`config.mk`:
```
export PLATFORM = sky130hd
export DESIGN_NAME = running_median_filter
export DESIGN_NICKNAME = d
export VERILOG_FILES = /design/src/rmf_pkg.sv /design/src/running_median_filter.sv
export SDC_FILE = /design/constraint.sdc
export NUM_CORES = 2
export LEC_CHECK = 0
export ABC_AREA = 1
export BUFFER_PORTS_ARGS = -buffer_cell sky130_fd_sc_hd__buf_2
export CAP_MARGIN = 20
export CORE_UTILIZATION = 46
export CTS_CLUSTER_DIAMETER = 150
export DETAILED_ROUTE_END_ITERATION = 10
export PLACE_DENSITY_LB_ADDON = 0.1
export SYNTH_ARGS = -nofsm -noshare
export SYNTH_HDL_FRONTEND = slang
export SYNTH_SLANG_ARGS = --single-unit
```
`constraint.sdc`:
```
create_clock -name clk_i -period 4.85 [get_ports clk_i]
set_input_delay 0.485 -clock clk_i [delete_from_list [all_inputs] [get_ports clk_i]]
set_output_delay 0.485 -clock clk_i [all_outputs]
set_load 0.1 [all_outputs]
```
`src/rmf_pkg.sv`:
```
// Shared widths and types of the running median filter.
`default_nettype none

package rmf_pkg;

  localparam int SampleW = 16;
  localparam int HalfW   = 4;

  typedef logic [SampleW-1:0] sample_t;
  typedef logic [HalfW-1:0]   half_t;

endpackage : rmf_pkg

`default_nettype wire

```
`src/running_median_filter.sv`:
```
// Running median filter over a sliding window of 2k+1 samples, held in two memories.
//
// The window is kept twice: once in arrival order in a circular memory and once
// sorted ascending in a second memory, so the median is the entry at position k.
// Each item takes one removal sweep through the sorted memory per discarded old
// sample, then one insertion sweep, and then the result is handed over. Items are
// handled one at a time: the sweeps run in series through the single read port of
// the sorted memory, and a stall at the output holds the filter. When a short
// sequence ends, its held samples are passed through one at a time in arrival
// order. A new item is accepted while a previous result still waits at the output.
`default_nettype none

module running_median_filter #(
  parameter int MAX_HALF_WINDOW = 15
) (
  input  wire                        clk_i,
  input  wire                        rst_ni,
  input  wire                        cfg_valid_i,
  output logic                       cfg_ready_o,
  input  wire [rmf_pkg::HalfW-1:0]   cfg_half_window_i,
  input  wire                        in_valid_i,
  output logic                       in_ready_o,
  input  wire [rmf_pkg::SampleW-1:0] sample_i,
  input  wire                        last_sample_i,
  output logic                       out_valid_o,
  input  wire                        out_ready_i,
  output logic [rmf_pkg::SampleW-1:0] value_o,
  output logic                       last_result_o
);

  import rmf_pkg::*;

  localparam int Depth = 2 * MAX_HALF_WINDOW + 1;
  localparam int AW    = $clog2(Depth);
  localparam int CW    = $clog2(Depth + 1);
  localparam half_t MaxHalf = HalfW'(MAX_HALF_WINDOW);
  localparam bit NoClamp = (MAX_HALF_WINDOW >= (2 ** HalfW) - 1);

  localparam logic [3:0] StIdle    = 4'd0;
  localparam logic [3:0] StDropChk = 4'd1;
  localparam logic [3:0] StRemove  = 4'd2;
  localparam logic [3:0] StInsert  = 4'd3;
  localparam logic [3:0] StDecide  = 4'd4;
  localparam logic [3:0] StMedian  = 4'd5;
  localparam logic [3:0] StPassRd  = 4'd6;
  localparam logic [3:0] StPassOut = 4'd7;

  function automatic logic [AW-1:0] addr_add(input logic [AW-1:0] a, input logic [CW-1:0] b);
    logic [CW:0] s;
    s = (CW+1)'(a) + (CW+1)'(b);
    if (s >= (CW+1)'(Depth)) begin
      s = s - (CW+1)'(Depth);
    end
    return AW'(s);
  endfunction

  // Memories: arrival order and sorted order.
  sample_t fifo_mem [Depth];
  sample_t sort_mem [Depth];

  logic [3:0]    state_q, state_d;
  half_t         half_q;
  logic [CW-1:0] cnt_q, cnt_d;
  logic [AW-1:0] head_q, head_d;
  logic [CW-1:0] ptr_q, ptr_d;
  logic          pend_q, pend_d;
  logic [AW-1:0] pd_addr_q, pd_addr_d;
  logic          found_q, found_d;
  sample_t       smp_q;
  logic          last_q;
  logic          out_valid_q;
  sample_t       out_value_q;
  logic          out_last_q;

  logic          f_we, f_re, s_we, s_re;
  logic [AW-1:0] f_waddr, f_raddr, s_waddr, s_raddr;
  sample_t       f_wdata, s_wdata, f_rdata_q, s_rdata_q;

  logic          out_load;
  sample_t       out_value_d;
  logic          out_last_d;
  logic          out_free;
  logic          rem_done;
  logic          ins_done;

  half_t         k_half;
  logic [AW-1:0] k;
  logic [CW-1:0] win;

  assign k_half = (NoClamp || (half_q <= MaxHalf)) ? half_q : MaxHalf;
  assign k      = AW'(k_half);
  assign win    = CW'({k, 1'b1});

  assign cfg_ready_o   = 1'b1;
  assign in_ready_o    = (state_q == StIdle);
  assign out_valid_o   = out_valid_q;
  assign value_o       = out_value_q;
  assign last_result_o = out_last_q;
  assign out_free      = !out_valid_q || out_ready_i;

  always_comb begin
    state_d     = state_q;
    cnt_d       = cnt_q;
    head_d      = head_q;
    ptr_d       = ptr_q;
    pend_d      = 1'b0;
    pd_addr_d   = pd_addr_q;
    found_d     = found_q;
    f_we        = 1'b0;
    f_waddr     = '0;
    f_wdata     = smp_q;
    f_re        = 1'b0;
    f_raddr     = '0;
    s_we        = 1'b0;
    s_waddr     = '0;
    s_wdata     = smp_q;
    s_re        = 1'b0;
    s_raddr     = '0;
    out_load    = 1'b0;
    out_value_d = s_rdata_q;
    out_last_d  = last_q;
    rem_done    = 1'b0;
    ins_done    = 1'b0;
    case (state_q)
      StIdle: begin
        if (in_valid_i) begin
          state_d = StDropChk;
        end
      end
      StDropChk: begin
        ptr_d   = '0;
        found_d = 1'b0;
        if (cnt_q >= win) begin
          f_re    = 1'b1;
          f_raddr = head_q;
          head_d  = addr_add(head_q, CW'(1));
          state_d = StRemove;
        end else begin
          ptr_d   = cnt_q;
          state_d = StInsert;
        end
      end
      StRemove: begin
        // Sweep up the sorted memory, closing the gap left by the discarded sample.
        if (ptr_q < cnt_q) begin
          s_re      = 1'b1;
          s_raddr   = AW'(ptr_q);
          pend_d    = 1'b1;
          pd_addr_d = AW'(ptr_q);
          ptr_d     = ptr_q + CW'(1);
        end
        if (pend_q) begin
          if (found_q) begin
            s_we    = 1'b1;
            s_waddr = pd_addr_q - AW'(1);
            s_wdata = s_rdata_q;
          end else if (s_rdata_q == f_rdata_q) begin
            found_d = 1'b1;
          end
          if (pd_addr_q == AW'(cnt_q - CW'(1))) begin
            rem_done = 1'b1;
            pend_d   = 1'b0;
            cnt_d    = cnt_q - CW'(1);
            state_d  = StDropChk;
          end
        end
      end
      StInsert: begin
        // Sweep down the sorted memory, shifting larger entries up by one.
        if (ptr_q != '0) begin
          s_re      = 1'b1;
          s_raddr   = AW'(ptr_q - CW'(1));
          pend_d    = 1'b1;
          pd_addr_d = AW'(ptr_q - CW'(1));
          ptr_d     = ptr_q - CW'(1);
        end
        if (pend_q) begin
          s_we    = 1'b1;
          s_waddr = pd_addr_q + AW'(1);
          if (s_rdata_q > smp_q) begin
            s_wdata = s_rdata_q;
          end else begin
            s_wdata  = smp_q;
            ins_done = 1'b1;
          end
        end else if (ptr_q == '0) begin
          s_we     = 1'b1;
          s_waddr  = '0;
          s_wdata  = smp_q;
          ins_done = 1'b1;
        end
        if (ins_done) begin
          pend_d  = 1'b0;
          f_we    = 1'b1;
          f_waddr = addr_add(head_q, cnt_q);
          cnt_d   = cnt_q + CW'(1);
          state_d = StDecide;
        end
      end
      StDecide: begin
        ptr_d = '0;
        if (cnt_q == win) begin
          s_re    = 1'b1;
          s_raddr = k;
          state_d = StMedian;
        end else if (last_q) begin
          state_d = StPassRd;
        end else begin
          state_d = StIdle;
        end
      end
      StMedian: begin
        if (out_free) begin
          out_load    = 1'b1;
          out_value_d = s_rdata_q;
          out_last_d  = last_q;
          if (last_q) begin
            cnt_d = '0;
          end
          state_d = StIdle;
        end
      end
      StPassRd: begin
        f_re    = 1'b1;
        f_raddr = addr_add(head_q, ptr_q);
        state_d = StPassOut;
      end
      StPassOut: begin
        if (out_free) begin
          out_load    = 1'b1;
          out_value_d = f_rdata_q;
          out_last_d  = (ptr_q == cnt_q - CW'(1));
          ptr_d       = ptr_q + CW'(1);
          if (out_last_d) begin
            cnt_d   = '0;
            state_d = StIdle;
          end else begin
            state_d = StPassRd;
          end
        end
      end
      default: begin
        state_d = StIdle;
      end
    endcase
  end

  always_ff @(posedge clk_i or negedge rst_ni) begin
    if (!rst_ni) begin
      state_q     <= StIdle;
      half_q      <= half_t'(1);
      cnt_q       <= '0;
      head_q      <= '0;
      ptr_q       <= '0;
      pend_q      <= 1'b0;
      pd_addr_q   <= '0;
      found_q     <= 1'b0;
      out_valid_q <= 1'b0;
    end else begin
      state_q   <= state_d;
      cnt_q     <= cnt_d;
      head_q    <= head_d;
      ptr_q     <= ptr_d;
      pend_q    <= pend_d;
      pd_addr_q <= pd_addr_d;
      found_q   <= found_d;
      if (cfg_valid_i && cfg_ready_o) begin
        half_q <= cfg_half_window_i;
      end
      if (out_load) begin
        out_valid_q <= 1'b1;
      end else if (out_ready_i) begin
        out_valid_q <= 1'b0;
      end
    end
  end

  always_ff @(posedge clk_i) begin
    if (in_valid_i && in_ready_o) begin
      smp_q  <= sample_i;
      last_q <= last_sample_i;
    end
    if (out_load) begin
      out_value_q <= out_value_d;
      out_last_q  <= out_last_d;
    end
  end

  always_ff @(posedge clk_i) begin
    if (f_we) begin
      fifo_mem[f_waddr] <= f_wdata;
    end
    if (f_re) begin
      f_rdata_q <= fifo_mem[f_raddr];
    end
  end

  always_ff @(posedge clk_i) begin
    if (s_we) begin
      sort_mem[s_waddr] <= s_wdata;
    end
    if (s_re) begin
      s_rdata_q <= sort_mem[s_raddr];
    end
  end

  assert property (@(posedge clk_i) disable iff (!rst_ni) cnt_q <= CW'(Depth))
    else $error("Sample count exceeds the store depth.");

  assert property (@(posedge clk_i) disable iff (!rst_ni)
    rem_done |-> (found_q || (s_rdata_q == f_rdata_q)))
    else $error("Discarded sample was not found in the sorted memory.");

  assert property (@(posedge clk_i) disable iff (!rst_ni) ins_done |-> (cnt_q < win))
    else $error("Insertion into a full window.");

  assert property (@(posedge clk_i) disable iff (!rst_ni)
    (out_load && out_valid_q) |-> out_ready_i)
    else $error("Result overwrote an item not yet taken.");

  assert property (@(posedge clk_i) disable iff (!rst_ni)
    (s_we && s_re) |-> (s_waddr != s_raddr))
    else $error("Sorted memory read and written at the same entry.");

endmodule : running_median_filter

`default_nettype wire
```
* Word-level counts from Yosys, hierarchy flattened
Memory sizes are Yosys's and may differ from the RTL's. A register that Yosys moved wholly into a read port is not among the register bits.
Cells that the tools add are included.
Widths: inputs -> output; s select.
** Word-level totals
- Bits in registers :: 65
- Logic and storage cells :: 154
- Memories kept :: 2
- Input port bits :: 26
- Output and inout bits :: 20
- Memory bits (writable) :: 992
** Memory list
- fifo_mem :: depth 31, bits a word 16, read ports 1, clocked after Yosys merged registers in 1, wr ports 1, RTL line running_median_filter.sv:58 : sample_t fifo_mem [Depth];
- sort_mem :: depth 31, bits a word 16, read ports 1, clocked after Yosys merged registers in 1, wr ports 1, RTL line running_median_filter.sv:59 : sample_t sort_mem [Depth];
** Operators by class
- $add $sub $neg :: 12
- Muxes and demuxes :: 82
- Reductions and logical operators :: 18
- Magnitude comparators :: 6
- Equal/unequal tests :: 21
** Operators by type and width (count)
- $mux 5 :: 23
- $mux 16 :: 6
- $pmux 16 s2 :: 1
- $pmux 4 s8 :: 1
- $mux 1 :: 30
- $pmux 5 s2 :: 3
- $mux 4 :: 7
- $pmux 5 s5 :: 1
- $ne 2x2->1 const B :: 10
- $pmux 5 s4 :: 1
- $ge 6x5->1 const B :: 3
- $eq 16x16->1 :: 1
- $eq 4x3->1 const B :: 4
- $gt 16x16->1 :: 1
- $add 5x1->5 const B :: 3
- $eq 5x5->1 :: 3
- $pmux 5 s3 :: 1
- $sub 5x1->5 const B :: 3
- $sub 5x5->5 const B :: 3
- $add 5x5->6 :: 2
- $reduce_bool 5->1 :: 2
- $mux 3 :: 3
- $eq 4x2->1 const B :: 2
- $pmux 1 s2 :: 4
- other kinds (18) :: 21

* Logic depth before layout (Yosys ltp)
- Depth after elaboration :: 8
- Mapped depth :: 21
- Mapped depth without buffers :: 20

* Worst setup path after synthesis
OpenSTA, ideal clock, no wires.
- Path kind :: reg-to-reg
- Start :: register head_q[0]
- End :: memory fifo_mem[0][0] (netlist name) (enable)
- Stages on the path, launching flop included :: 14
- Path buffers :: 0
- Data required time :: 4462 ps
- Arrival :: 3242 ps
- Setup time :: 388 ps
- Clock period less this slack :: 3630 ps
- Slack :: 1220 ps
- Path through :: dfrtp_1 ha_1 inv_1 fa_1 inv_1 ha_1 nand4_1 or2_1 nand2_1 inv_2 or2_2 o21ai_1 nand3_1 nor2_1
** Between the ends
- Cells in the longest elaborated chain, start to end :: 5
- Elaborated cells between the ends (all ways) :: 6
- Classes of those cells :: 2 x add/sub; 1 x order compare; 3 x mux
** Ends and longest elaborated chain
- start, declared :: RTL line running_median_filter.sv:64 : logic [AW-1:0] head_q, head_d;
- start signal, assigned :: RTL line running_median_filter.sv:253 : head_q <= '0;
- start signal, assigned :: RTL line running_median_filter.sv:262 : head_q <= head_d;
- $add 5x5->6 (*) :: RTL line running_median_filter.sv:50 : s = (CW+1)'(a) + (CW+1)'(b);
- $sub 5x5->5 or $ge 6x5->1 (tied branches) :: RTL line running_median_filter.sv:52, running_median_filter.sv:51
- $mux 5 (*) :: RTL line running_median_filter.sv:51 : if (s >= (CW+1)'(Depth)) begin
- $mux 5 (*) :: RTL line running_median_filter.sv:192 : if (ins_done) begin
- $mux 5 (*) :: RTL line running_median_filter.sv:124 : case (state_q)
- end, declared :: RTL line running_median_filter.sv:58
Every way passes the cells marked *; elsewhere a longest branch is shown, timed or not.

* Worst setup path after layout
- Start :: register head_q[0]
- End :: register f_rdata_q[14] (read register of fifo_mem), data pin
** Between the ends
- Cells in the longest elaborated chain, start to end :: 4
- Elaborated cells between the ends (all ways) :: 6
- Classes of those cells :: 2 x add/sub; 1 x order compare; 3 x mux
** Ends and longest elaborated chain
- $add 5x5->6 :: RTL line running_median_filter.sv:50
- $sub 5x5->5 or $ge 6x5->1 (tied branches) :: RTL line running_median_filter.sv:52, running_median_filter.sv:51
- $mux 5 :: RTL line running_median_filter.sv:51
- $pmux 5 s2 (*) :: RTL line running_median_filter.sv:124
- end, declared :: RTL line running_median_filter.sv:77 : sample_t f_wdata, s_wdata, f_rdata_q, s_rdata_q;
Marks and branches as above.
A chain may end at the register's enable or synchronous reset.

==> run summary <==
Final WL: 134000 um
Ports: 46
Root buffer cell: clkbuf_16
Power share of the sequential group: 38.7%
# rows: 119
Part of the cycle the worst path needs: 89.3%
Drt via density: 5.49
GRT Overall Usage: 24.9%
Final Hold Vio Count: 0
Antenna cells: 0
R2r worst-path depth: 17
Routability cong.: 0.872
Largest net degree at the start of global routing: 151
YS warnings: 0
Final nets: 4488
Int Pwr: 19.7 mW
Commonest non-fill, non-tap cell in the layout: edfxtp_1
CTS tree: done
Peak supply drop: 0.000405 V
Vias in the first global route: 31.3k
Final ANT Viol Nets: 0
Mean Syn Cell Area: 11.3 um^2
Synth Flop Type: edfxtp_1
Per-cell routed wire length: 22.7 um
Post-Synthesis Cells: 4326
Share of cells above drive strength 1: 9.43%
XOR/XNOR Fraction of Synth Area: 0.628%
Final setup skew: 0.0257 ns
Synth Area in Adders: 1.34%
Pins over their slew limit: 0
Finished Core Util: 52.0%
Status: complete, no violations
Synth Area in Compound Gates: 5.62%
Worst Path Required: 5.29 ns
Startpoint Class: register
Clock Path Buffers: 3
Static Leak: 20.4 nW
Initial Utilization: 46.4%
Initial antenna violation count: 2
Psw: 12.4 mW
Clk_lat worst skew: 0.71 ns
Finished Layout Cells: 5899
Die Y: 328 um
Pwr/cell area: 586 nW/um^2
Sink Count: 1088
Synth unique cells: 52
Critical path class: register to register
HPWL Detailed: 77900 um
DRT Pass-1 Iters: 7
Vias: 32.4k
Tmin final: 4.33 ns
Hold Path Depth: 2
CORE AREA: 105000 um^2
F_max: 231 MHz
Total CTS buffers: 116
Post-synthesis sequential area ratio: 66.6%
Port Buffers: 44
Max Cap Viol: 0
Post-Syn Nets: 4403
Final setup vio count: 0
Actual slew at the worst max-slew pin: 1.02 ns
Setup bufs post-CTS: 0
Largest family of logic cells by synthesized area: simple AND/OR/NAND/NOR gates
Max FO, Critical Path: 76
Setup_tns: 0 ns
Worst-path clk slew: 0.06 ns
Critical path capture point type: register
Synth-to-Final Area Change: 12.2%
Asr flop ratio synth: 2.76%
First-pass GRT wire length: 201000 um
Residual DRC: 0
Synth Area in Simple Gates: 19.1%
Syn Std Cell Area: 48800 um^2
Initial DRC count: 2846
Total gr overflow: 0
Commonest non-fill, non-tap cells in the layout: edfxtp_1 (1058), nand3_1 (761), nand2_1 (739)
Clock power share: 26.1%
Die area: 107000 um^2
Worst path arrival time: 4.78 ns
FF+latch count, synth: 1088
Die X: 328 um
Htree depth: 3
Total power: 32.1 mW
Hold crit path type: primary input to register
RSZ-0062 raised after global routing: false
Combinational cell fraction of total power: 35.2%
Mux contribution to synthesized area: 0.185%
Relative slew margins: 32.2%
Dpl cells: 5662
Sw Ratio: 38.6%
Post-synth EDFFs: 1058
## Yosys cell counts, drive strengths merged (3+ instances only)
library cell	n	share of area, %
edfxtp	1058	65
nand3	763	7.8
nand2	745	5.8
inv	501	3.9
o211ai	196	3.0
or2	189	2.4
buf	171	2.0
nor2	130	1.1
o21ai	118	1.2
nand3b	111	1.7
a21oi	94	0.98
clkbuf	75	0.59
ha	49	1.3
dfrtp	29	1.5
xor2	24	0.43
xnor2	11	0.20
mux2	8	0.18
nor3	8	0.11
nand4	7	0.090
o22ai	6	0.077
nor4	5	0.064
o21a	5	0.077
a31oi	3	0.038
nor3b	3	0.046
o31ai	3	0.046
## metal layers
metal	wire length (um)	GRT usage (%)
met1	58600	34.5
met2	62700	40.0
met3	7220	2.96
met4	5510	10.6
met5	0	0
## critical path, stage by stage (launching register included)
cell and delay [ns]:
dfrtp_1 0.54, ha_1 0.29, fa_1 0.50, ha_1 0.15, inv_1 0.07, nor2_4 0.12
nand3_1 0.11, o21ai_2 0.22, nand2_1 0.13, nand3_4 0.14, buf_4 0.67, nand3b_1 0.19
nand3_1 0.14, nand3_1 0.10, nand3_1 0.16, nand2_1 0.15, nand2_1 0.22, nand2_1 0.08
## power groups by stage
stage	combinational [mW]	sequential, mW	clock (mW)
2_1_floorplan	6.97	12.6	0
3_3_place_gp	11.2	12.6	0
3_5_place_dp	11.3	12.6	0
4_1_cts	11.3	12.4	8.52
5_1_grt	12.4	12.5	8.85
6_report	11.3	12.4	8.37
## cell type report
type                       instances  area (um^2)
clock buffer                     146         3080
sequential                      1088        32500
inverter                         501         1890
tap                             1391         1740
timing repair buffer             213         1810
fill                            9131        50500
clock inverter                    69          484
multi-input combinational       2491        13300
## timing repair
action,in CTS,in global routing
gates resized for setup,0,0
hold buffers,22,0
hold endpoints to repair,50,0
## state kept, by name, summed over array words and instances, names as in the netlist, 3 cells and up
| register | count |
|---|---|
| state_q | 3 |
| half_q | 4 |
| s_rdata_q | 16 |
| f_wdata | 16 |
| pd_addr_q | 5 |
| head_q | 5 |
| fifo_mem | 496 |
| value_o | 16 |
| cnt_q | 5 |
| sort_mem | 496 |
| f_rdata_q | 16 |
| ptr_q | 5 |
## cell families after synthesis
group           count (synthesis)
compound gates                434
xor+xnor                       35
fa+ha+maj                      51
buf+inv                       747
flops                        1088
mux                             8
other cells                     1
simple gates                 1962
## worst paths after layout
path                                 end        start  slack [ns]
max reg2reg                f_rdata_q[14]    head_q[0]        0.52
min in group asynchronous       cnt_q[0]       rst_ni        0.40
min                            half_q[0]  cfg_valid_i        0.06
min reg2reg                      found_q      found_q        0.53
max in group asynchronous      head_q[3]       rst_ni        3.95
max                        f_rdata_q[14]    head_q[0]        0.52
## through the flow
stage          instance area (um^2)  hold WS [ns]  setup slack, ns
2_1_floorplan                 48800         0.189             1.22
3_3_place_gp                  51000         0.519            0.584
3_5_place_dp                  51000         0.516            0.544
4_1_cts                       54800        0.0236            0.536
5_1_grt                       54800        0.0594            0.201
6_report                      54800        0.0611            0.517
Note: power is estimated with default switching activity, not from simulation.
